**src/pli_pkg.sv**
```systemverilog
// Shared widths, codes and the adder request type for the interpolator.
package pli_pkg;

  localparam int MAX_POINTS_DEF = 64;

  localparam int FREQ_W     = 32;
  localparam int AMP_W      = 32;
  localparam int IDX_W      = 6;
  localparam int CFG_W      = 7;
  localparam int ENTRY_W    = FREQ_W + AMP_W;
  localparam int IN_DATA_W  = 72;   // 6 + 32 + 32 = 70, padded to bytes
  localparam int OUT_DATA_W = 104;  // 32 + 1 + 32 + 32 + 1 = 98, padded to bytes
  localparam int ALU_W      = 34;

  localparam logic OP_LOAD  = 1'b0;
  localparam logic OP_QUERY = 1'b1;

  typedef struct packed {
    logic [ALU_W-1:0] a;
    logic [ALU_W-1:0] b;
    logic             sub;
  } alu_req_t;

endpackage

```
**src/pli_alu.sv**
```systemverilog
// Shared 34-bit add/subtract unit used for every arithmetic step of a query.
module pli_alu (
  input  pli_pkg::alu_req_t           req,
  output logic [pli_pkg::ALU_W-1:0]   sum
);
  import pli_pkg::*;

  logic [ALU_W-1:0] b_eff;

  assign b_eff = req.sub ? ~req.b : req.b;
  assign sum   = req.a + b_eff + ALU_W'(req.sub);

endmodule

```
**config.mk**
```make
export PLATFORM = sky130hd
export DESIGN_NAME = pli_alu
export DESIGN_NICKNAME = d
export VERILOG_FILES = /design/src/pli_pkg.sv /design/src/pli_alu.sv
export SDC_FILE = /design/constraint.sdc
export NUM_CORES = 1
export LEC_CHECK = 0
export ABC_AREA = 1
export BUFFER_PORTS_ARGS = -buffer_cell sky130_fd_sc_hd__buf_2
export CORE_MARGIN = 2
export CORE_UTILIZATION = 45
export DETAILED_ROUTE_END_ITERATION = 8
export GPL_TIMING_DRIVEN = 0
export PLACE_DENSITY = 0.76
export SETUP_SLACK_MARGIN = 0.2
export SLEW_MARGIN = 20
export SYNTH_ARGS = -nofsm -noshare
export SYNTH_HDL_FRONTEND = slang
export SYNTH_SLANG_ARGS = --single-unit
```
**constraint.sdc**
```tcl
create_clock -name vclk -period 3.7
set_input_delay 0.74 -clock vclk [all_inputs]
set_output_delay 0.74 -clock vclk [all_outputs]
set_load 0.01 [all_outputs]
```
==> results of run 1 <==
[placed cells by master (no fill, tap or decap), types with 6 or more instances in the layout]
| master | count |
|---|---|
| ha_1 | 26 |
| nand2_2 | 28 |
| nor2_1 | 38 |
| buf_2 | 102 |
| inv_2 | 6 |
| a21oi_2 | 11 |
| nor3_1 | 8 |
| a21oi_1 | 22 |
| nor2_2 | 13 |
| o21ai_0 | 17 |
| nand3_1 | 19 |
| nand2_1 | 163 |
| inv_1 | 85 |
| xor2_1 | 46 |
[worst max-delay path, stage by stage]
cell,delay (ns)
buf_6,0.13
buf_6,0.15
xor2_1,0.17
ha_2,0.40
nand2_2,0.09
nor2_2,0.16
inv_2,0.07
nor3_2,0.11
nand2_1,0.08
nand2_2,0.12
nand2_1,0.09
nand2_1,0.07
nand2_1,0.04
nand2_1,0.08
buf_2,0.13
[Yosys cell counts (all sizes together)]
master	n
o21ai	19
nand3	21
xnor2	2
inv	91
nand2	192
nand4	4
fa	1
o21bai	4
a21o	1
nor3	11
ha	32
xor2	48
nor2	51
a31oi	1
and2	1
buf	4
a21oi	34
[per-stage QoR]
step	hold slack [ns]	utilization, %	instances
floorplan	1.602	-	517
global placement	1.771	56.76	694
detailed placement	1.783	56.76	694
CTS	1.785	56.89	694
global route	1.813	59.34	696
finish	1.780	59.34	696
[metal layers]
layer / vias to the layer above / share of wire, % / global-route usage, %
li1: 1806 / - / -
met1: 1482 / 49 / 34.31
met2: 93 / 45 / 39.44
met3: 0 / 6.2 / 0.3261
met4: 0 / 0 / 0
met5: - / 0 / 0
[how the worst max path moves through the flow]
stage,slack [ns],to
4_1_cts,0.23,sum[22]
3_3_place_gp,0.15,sum[29]
6_report,0.32,sum[22]
5_1_grt,0.15,sum[18]
2_1_floorplan,0.55,sum[30]
3_5_place_dp,0.16,sum[22]
[where the power goes]
group,internal [uW],switching [uW],leakage [uW]
clock,0,0,0
combinational,341,537,0.00211
sequential,0,0,0
total,341,537,0.00211
[cells by family (layout without fill, tap and decap cells)]
logic type | count (synthesis) | count (layout)
fa+ha+maj | 33 | 33
simple gates | 280 | 280
buf+inv | 95 | 199
compound gates | 59 | 59
xor+xnor | 50 | 50
[what timing repair did]
item / 4_1_cts / 5_1_grt
pin swaps: 0 / 5
cloned: 0 / 0
setup endpoints to repair: 7 / 16
endpoints found under the hold margin: 0 / 0
buffers inserted: 0 / 2
resized for setup: 3 / 37
[layout make-up]
class	count	area share (%)
inverter	91	9.722
buffer	4	1.389
tap	75	2.671
timing repair buffer	104	14.96
multi-input combinational	422	71.26
==> flow_metrics.tcl, run 1 <==
set metrics [dict create \
    drcViolationCount 0 \
    seq_area_um2 0 \
    grt_overflow_total 0 \
    syn2layout_area_growth_pct 27.46 \
    rsz0062_at_grt "true" \
    yosys.area.top_type "nand2_1" \
    synth_mux_area_share_pct 0 \
    io_pins 103 \
    routabilityCongestion 0.9032 \
    fillCellCount 640 \
    core_mm2 0.005921 \
    fmax_mhz 295.6 \
    nClkBuffers 0 \
    hold_path_class "in -> out" \
    status "complete, no violations" \
    grt_first_pass_wirelength_um 12480 \
    finalWorstSetupSlack_ns 0.3165 \
    synth.area.top_cells "nand2_1, xor2_1, ha_1" \
    grt_pass1_vias 2841 \
    total_power_uw 878.5 \
    die_h_um 82.27 \
    tightest_slew_ns 0.4585 \
    seq_cell_count 0 \
    slew_headroom_pct 69.11 \
    worstSetupPathType "in -> out" \
    drtIter0Drc 164 \
    synthXorXnorAreaFrac_pct 15.89 \
    io_buffers 102 \
    finalWirelength_um 8220 \
    yosysUniqueCellTypes 25 \
    post-dp-hpwl_um 7142 \
    hold_buffers 0 \
    synth_top_area_share_pct 22.61 \
    ir_drop_mv 0.1443 \
    place_area_mm2 0.003361 \
    yosys.area_share.simple_pct 44.03 \
    synth_compound_area_share_pct 11.48 \
    final.setup.tns_ns 0 \
    vias 3381 \
    drv_slew 0 \
    cp.required_ns 2.96 \
    setup_viol 0 \
    synth_top_family_by_area "simple AND/OR/NAND/NOR gates" \
    synth_adder_area_share_pct 15.25 \
    dpl_worst_slack_ns 0.1589 \
    syn-num-nets 619 \
    p_leak_uw 0.002105 \
    fp.dieW_um 82.27 \
    ys_seq_area_share_pct 0 \
    multiInputGateArea_mm2 0.002504 \
    netlist_instances 517 \
    fin_crit_ns 3.383 \
    min_from "req[35]" \
    drv_cap 0 \
    start_kind "input pin" \
    worstHoldEndpoint "sum[0]" \
    final-hold-violation-count 0 \
    die_area_mm2 0.006768 \
    yosysWarnings 0 \
    nNetsFinal 725 \
    final_area_mm2 0.003513 \
    drive_above_1_share_pct 29.47 \
    critPathLaunch "req[0]" \
    power.density_mw_per_mm2 250.1 \
    diodes 0 \
    cp_max_fo 10 \
    syn_avg_cell_area_um2 5.332 \
    start_util_pct 46.56 \
    grt_max_degree 11 \
    synth_area_mm2 0.002756 \
    antenna_found_initial 0 \
    routedWlPerCell_um 11.81 \
    via_per_inst 4.858 \
    dr.pass1.iters 4 \
    ant_nets 0 \
    track_usage_pct 23.08 \
    min_path_cells 4 \
    rows 28 \
    worstPathArrival_ns 2.64 \
    endpoint_kind "output port" \
    min_period_over_period_pct 91.45 \
]
No activity file was read; power rests on OpenSTA's default activity.
==> inputs of run 2 (changes only) <==
--- a/config.mk
+++ b/config.mk
@@ -5,13 +5,14 @@
 export SDC_FILE = /design/constraint.sdc
 export NUM_CORES = 1
 export LEC_CHECK = 0
-export ABC_AREA = 1
+export ABC_AREA = 0
 export BUFFER_PORTS_ARGS = -buffer_cell sky130_fd_sc_hd__buf_2
+export CORE_ASPECT_RATIO = 1.4
 export CORE_MARGIN = 2
 export CORE_UTILIZATION = 45
 export DETAILED_ROUTE_END_ITERATION = 8
 export GPL_TIMING_DRIVEN = 0
-export PLACE_DENSITY = 0.76
+export PLACE_DENSITY = 0.8
 export SETUP_SLACK_MARGIN = 0.2
 export SLEW_MARGIN = 20
 export SYNTH_ARGS = -nofsm -noshare
==> run 2 against run 1 <==
The flow now finishes with violations (negative setup slack). Worst hold slack got worse by 0.027 ns. Via count fell by 17%. Area after synthesis down 23%. Non-clock buffer count rose by 43. Maximum frequency fell by 12%. Critical endpoint is now sum[16]. Largest cell class unchanged.
==> flow_metrics.tcl, run 2 <==
set metrics [dict create \
    post-dp-hpwl_um 5170 \
    slew_headroom_pct 74.74 \
    setup_viol 14 \
    holdWs_ns 1.752 \
    use_met3_pct 0.9146 \
    die_area_mm2 0.005268 \
    grt_pass1_vias 2563 \
    grt_use_met1_pct 28.55 \
    ys_seq_area_share_pct 0 \
    min_period_over_period_pct 103.8 \
    fin_crit_ns 3.839 \
    cp_max_fo 8 \
    via_per_inst 5.751 \
    final-hold-violation-count 0 \
    ys_top_cells_by_count "xor2_1, a21oi_1, ha_1" \
    fillCellCount 324 \
    synth.area.top_cells "xor2_1, ha_1, xnor2_1" \
    rows 29 \
    final_cell_mix "buf_2, xor2_1, buf_4" \
    final_area_mm2 0.003501 \
    final_core_util_pct 77.19 \
    grt_max_degree 11 \
    grt.busiest_layer "met2" \
    multiInputGateArea_mm2 0.002450 \
    die_h_um 85.09 \
    drive_above_1_share_pct 51.05 \
    antenna_found_initial 0 \
    ir_drop_mv 0.2316 \
    hold_path_class "in -> out" \
    syn2layout_area_growth_pct 65.66 \
    fp.dieW_um 61.92 \
    yosysUniqueCellTypes 44 \
    worstSetupPathType "in -> out" \
    syn-num-nets 389 \
    p_leak_uw 0.001661 \
    finalWorstSetupSlack_ns -0.1389 \
    drv_slew 0 \
    power.density_mw_per_mm2 301.6 \
    nClkBuffers 0 \
    core_mm2 0.004536 \
    io_buffers 102 \
    start_util_pct 46.59 \
    tightest_slew_ns 0.3789 \
    drv_cap 0 \
    finalWirelength_um 7790 \
    cp.required_ns 2.96 \
    io_pins 103 \
    netlist_instances 287 \
    grt_first_pass_wirelength_um 10760 \
    track_usage_pct 25.36 \
    ant_nets 0 \
    vias 2812 \
    worstPathArrival_ns 3.10 \
    syn_avg_cell_area_um2 7.363 \
    use_met2_pct 49.86 \
    synth_area_mm2 0.002113 \
    nNetsFinal 531 \
    routedWlPerCell_um 15.93 \
    rsz0062_at_grt "true" \
    routabilityCongestion 0.8028 \
    yosys.area.top_type "xor2_1" \
    endpoint_kind "output port" \
    violations "negative setup slack" \
    seq_area_um2 0 \
    fmax_mhz 260.5 \
    yosysWarnings 0 \
    start_kind "input pin" \
    synth_top_area_share_pct 19.48 \
    yosysMostFrequentCell "xor2_1" \
    seq_cell_count 0 \
    final_common_cell "buf_2" \
    dpl_worst_slack_ns -0.2738 \
    drtIter0Drc 161 \
    drcViolationCount 0 \
    place_area_mm2 0.002794 \
    dr.pass1.iters 4 \
    diodes 0 \
    status "complete, but fails checks" \
    grt_overflow_total 0 \
]
-- run 2: cell types whose count changed after synthesis, moves of 12 or more --
cell     delta
a21o_1     +12
inv_1      -79
nand2_1   -137
nand2_2    -25
nand3_1    -16
nor2_1     -32
xnor2_1    +18
-- run 2: worst max-delay path, stage by stage --
cell and delay (ns):
buf_12 0.13, buf_12 0.14, xor2_4 0.15, fa_2 0.38
a21oi_4 0.16, o21ai_2 0.08, buf_4 0.16, a311oi_4 0.35
a21oi_4 0.13, a21o_1 0.20, a21oi_2 0.15, xnor2_1 0.14
buf_2 0.17
-- run 2: timing repair --
action	in CTS	in global routing
gates cloned	1	0
resized for setup	44	44
buffers inserted	31	6
hold buffers	0	0
pin swaps	43	28
setup endpoints to repair	20	23
-- run 2: metrics by stage --
| step | instances | total power (uW) | TNS, ns |
|---|---|---|---|
| after global routing | 489 | 1127 | -2.467 |
| final | 489 | 1056 | -1.107 |
| after global placement | 451 | 771.9 | -1.875 |
| after floorplan | 287 | 544.5 | 0 |
| after detailed placement | 451 | 787.1 | -2.487 |
| after CTS | 483 | 925.4 | -0.6759 |
-- run 2: report_power, final --
| group | switching [uW] | total (uW) | leakage (uW) | internal [uW] |
|---|---|---|---|---|
| registers | 0 | 0 | 0 | 0 |
| logic | 570 | 1060 | 0.00166 | 486 |
| clock network | 0 | 0 | 0 | 0 |
| total | 570 | 1060 | 0.00166 | 486 |
-- run 2: layout make-up --
| class | count | share of cell area, % |
|---|---|---|
| buffer | 11 | 3.038 |
| timing repair buffer | 140 | 24.12 |
| multi-input combinational | 270 | 69.98 |
| inverter | 6 | 0.6433 |
| tap | 62 | 2.216 |
-- run 2: cell families (layout without fill, tap and decap cells) --
family | Yosys count | in the layout | synth area share [%]
mux | 1 | 1 | 0.4737
simple gates | 66 | 66 | 15.04
fa+ha+maj | 33 | 33 | 19.89
buf+inv | 17 | 157 | 3.138
xor+xnor | 67 | 67 | 27.77
compound gates | 103 | 103 | 33.69
-- run 2: layer usage --
| metal | vias up | wire [um] |
|---|---|---|
| met5 | - | 0 |
| met4 | 0 | 352 |
| met3 | 35 | 492 |
| met2 | 158 | 4222 |
| met1 | 1274 | 2723 |
| li1 | 1345 | - |
-- run 2: final timing paths --
path,startpoint,end,slack (ns),cells after the start
worst max-delay path,req[0],sum[16],-0.14,13
worst min-delay path,req[1],sum[0],1.75,3
==> inputs of run 3 (changes only) <==
--- a/config.mk
+++ b/config.mk
@@ -5,14 +5,15 @@
 export SDC_FILE = /design/constraint.sdc
 export NUM_CORES = 1
 export LEC_CHECK = 0
-export ABC_AREA = 0
+export ABC_AREA = 1
 export BUFFER_PORTS_ARGS = -buffer_cell sky130_fd_sc_hd__buf_2
 export CORE_ASPECT_RATIO = 1.4
 export CORE_MARGIN = 2
 export CORE_UTILIZATION = 45
 export DETAILED_ROUTE_END_ITERATION = 8
 export GPL_TIMING_DRIVEN = 0
-export PLACE_DENSITY = 0.8
+export PLACE_DENSITY = 0.76
+export RECOVER_POWER = 25
 export SETUP_SLACK_MARGIN = 0.2
 export SLEW_MARGIN = 20
 export SYNTH_ARGS = -nofsm -noshare
==> constraint.sdc (replaced) <==
create_clock -name vclk -period 4.3
set_input_delay 0.86 -clock vclk [all_inputs]
set_output_delay 0.86 -clock vclk [all_outputs]
set_load 0.01 [all_outputs]
==> run 3 against run 2 <==
The run now ends clean. Die area up 29%. Via count increased by 20%. First-iteration DRC count decreased by 18%. Critical path type unchanged. Critical endpoint is now sum[30]. Largest cell class unchanged.
==> flow_metrics.tcl, run 3 (synthesis results as in run 1) <==
set metrics [dict create \
    finalWirelength_um 8076 \
    drv_slew 0 \
    nNetsFinal 723 \
    ir_drop_mv 0.1033 \
    slew_headroom_pct 73.12 \
    post-dp-hpwl_um 7289 \
    hold_path_class "in -> out" \
    p_leak_uw 0.002074 \
    fillCellCount 643 \
    min_period_over_period_pct 88.42 \
    final_cell_mix "nand2_1, buf_2, inv_1" \
    fp.dieW_um 70.15 \
    via_per_inst 4.906 \
    final-hold-violation-count 0 \
    routabilityCongestion 0.9278 \
    diodes 0 \
    tightest_slew_ns 0.3991 \
    drive_above_1_share_pct 23.59 \
    final.setup.tns_ns 0 \
    rsz0062_at_grt "false" \
    dr.pass1.iters 4 \
    start_util_pct 46.68 \
    worstSetupPathType "in -> out" \
    grt_max_degree 11 \
    drcViolationCount 0 \
    wl_met1_um 3129 \
    place_area_mm2 0.003354 \
    seq_area_um2 0 \
    postCtsSetupRepairBufs 0 \
    endpoint_kind "output port" \
    cp_max_fo 10 \
    cp.required_ns 3.44 \
    start_kind "input pin" \
    vias 3380 \
    fin_crit_ns 3.802 \
    rows 33 \
    grt_overflow_total 0 \
    setup_viol 0 \
    final_common_cell "nand2_1" \
    grt_first_pass_wirelength_um 13500 \
    status "complete, no violations" \
    ant_nets 0 \
    drv_cap 0 \
    io_pins 103 \
    final_area_mm2 0.003346 \
    drtIter0Drc 132 \
    seq_cell_count 0 \
    core_mm2 0.005904 \
    grt_pass1_vias 3250 \
    hold_buffers 0 \
    antenna_found_initial 0 \
    cts_resized 0 \
    fmax_mhz 263.0 \
    syn2layout_area_growth_pct 21.38 \
    nClkBuffers 0 \
    dr_wl_met3_um 393 \
    highest_layer "met4" \
    io_buffers 102 \
    die_area_mm2 0.006776 \
    die_h_um 96.61 \
    power.density_mw_per_mm2 213.7 \
    met2WireLength_um 4284 \
    worstPathArrival_ns 2.94 \
    routedWlPerCell_um 11.72 \
    track_usage_pct 23.55 \
]
## run 3: changes by cell type in the layout (fill, tap and decap cells not counted), moves of 14 or more
| cell | previous run | this run |
|---|---|---|
| nand3_1 | 3 | 19 |
| nor2_1 | 9 | 44 |
| xnor2_1 | 17 | 2 |
| a21oi_1 | 18 | 32 |
| inv_1 | 5 | 85 |
| nand2_1 | 27 | 167 |
| nand2_2 | 2 | 24 |
| buf_4 | 31 | 0 |
## run 3: worst max-delay path: stages
cell and delay, ns:
buf_6 0.12, buf_2 0.30, xor2_1 0.20, ha_1 0.32, a21oi_1 0.24, o21ai_0 0.20
a21oi_1 0.18, nand2_2 0.12, nand2_1 0.11, nand2_1 0.05, nand2_1 0.06, nand2_1 0.05
buf_2 0.13
## run 3: layout make-up
| class | count | area (um2) | share of cell area [%] |
|---|---|---|---|
| multi-input cells | 422 | 2386 | 71.32 |
| repair buffers | 102 | 504.2 | 15.07 |
| inverters | 91 | 341.6 | 10.21 |
| well taps | 70 | 87.58 | 2.618 |
| plain buffers | 4 | 26.28 | 0.7853 |
## run 3: report_power, final
| group | switching [uW] | internal, uW | leakage [uW] |
|---|---|---|---|
| Sequential | 0 | 0 | 0 |
| Clock | 0 | 0 | 0 |
| Combinational | 445 | 270 | 0.00207 |
## run 3: per-stage QoR
| stage | cells | hold slack (ns) | power (uW) | setup slack, ns | utilization, % |
|---|---|---|---|---|---|
| CTS | 689 | 2.030 | 720.1 | 0.5174 | 56.81 |
| finish | 689 | 2.045 | 714.8 | 0.4979 | 56.66 |
| floorplan | 517 | 1.842 | 490.7 | 0.9097 | - |
| global placement | 689 | 2.015 | 708.1 | 0.5255 | 56.81 |
| detailed placement | 689 | 2.028 | 716.9 | 0.5195 | 56.81 |
| global route | 689 | 2.064 | 797.7 | 0.2671 | 56.66 |
## run 3: routing by layer
metal,global-route usage (%),vias up
li1,-,1808
met1,24.97,1446
met2,48.35,108
met3,0.4167,18
met4,7.396,0
met5,0,-
## run 3: path summary, 6_finish.rpt
kind	start	end	slack, ns	cells after the start
min	req[35]	sum[0]	2.05	4
max	req[0]	sum[30]	0.50	13
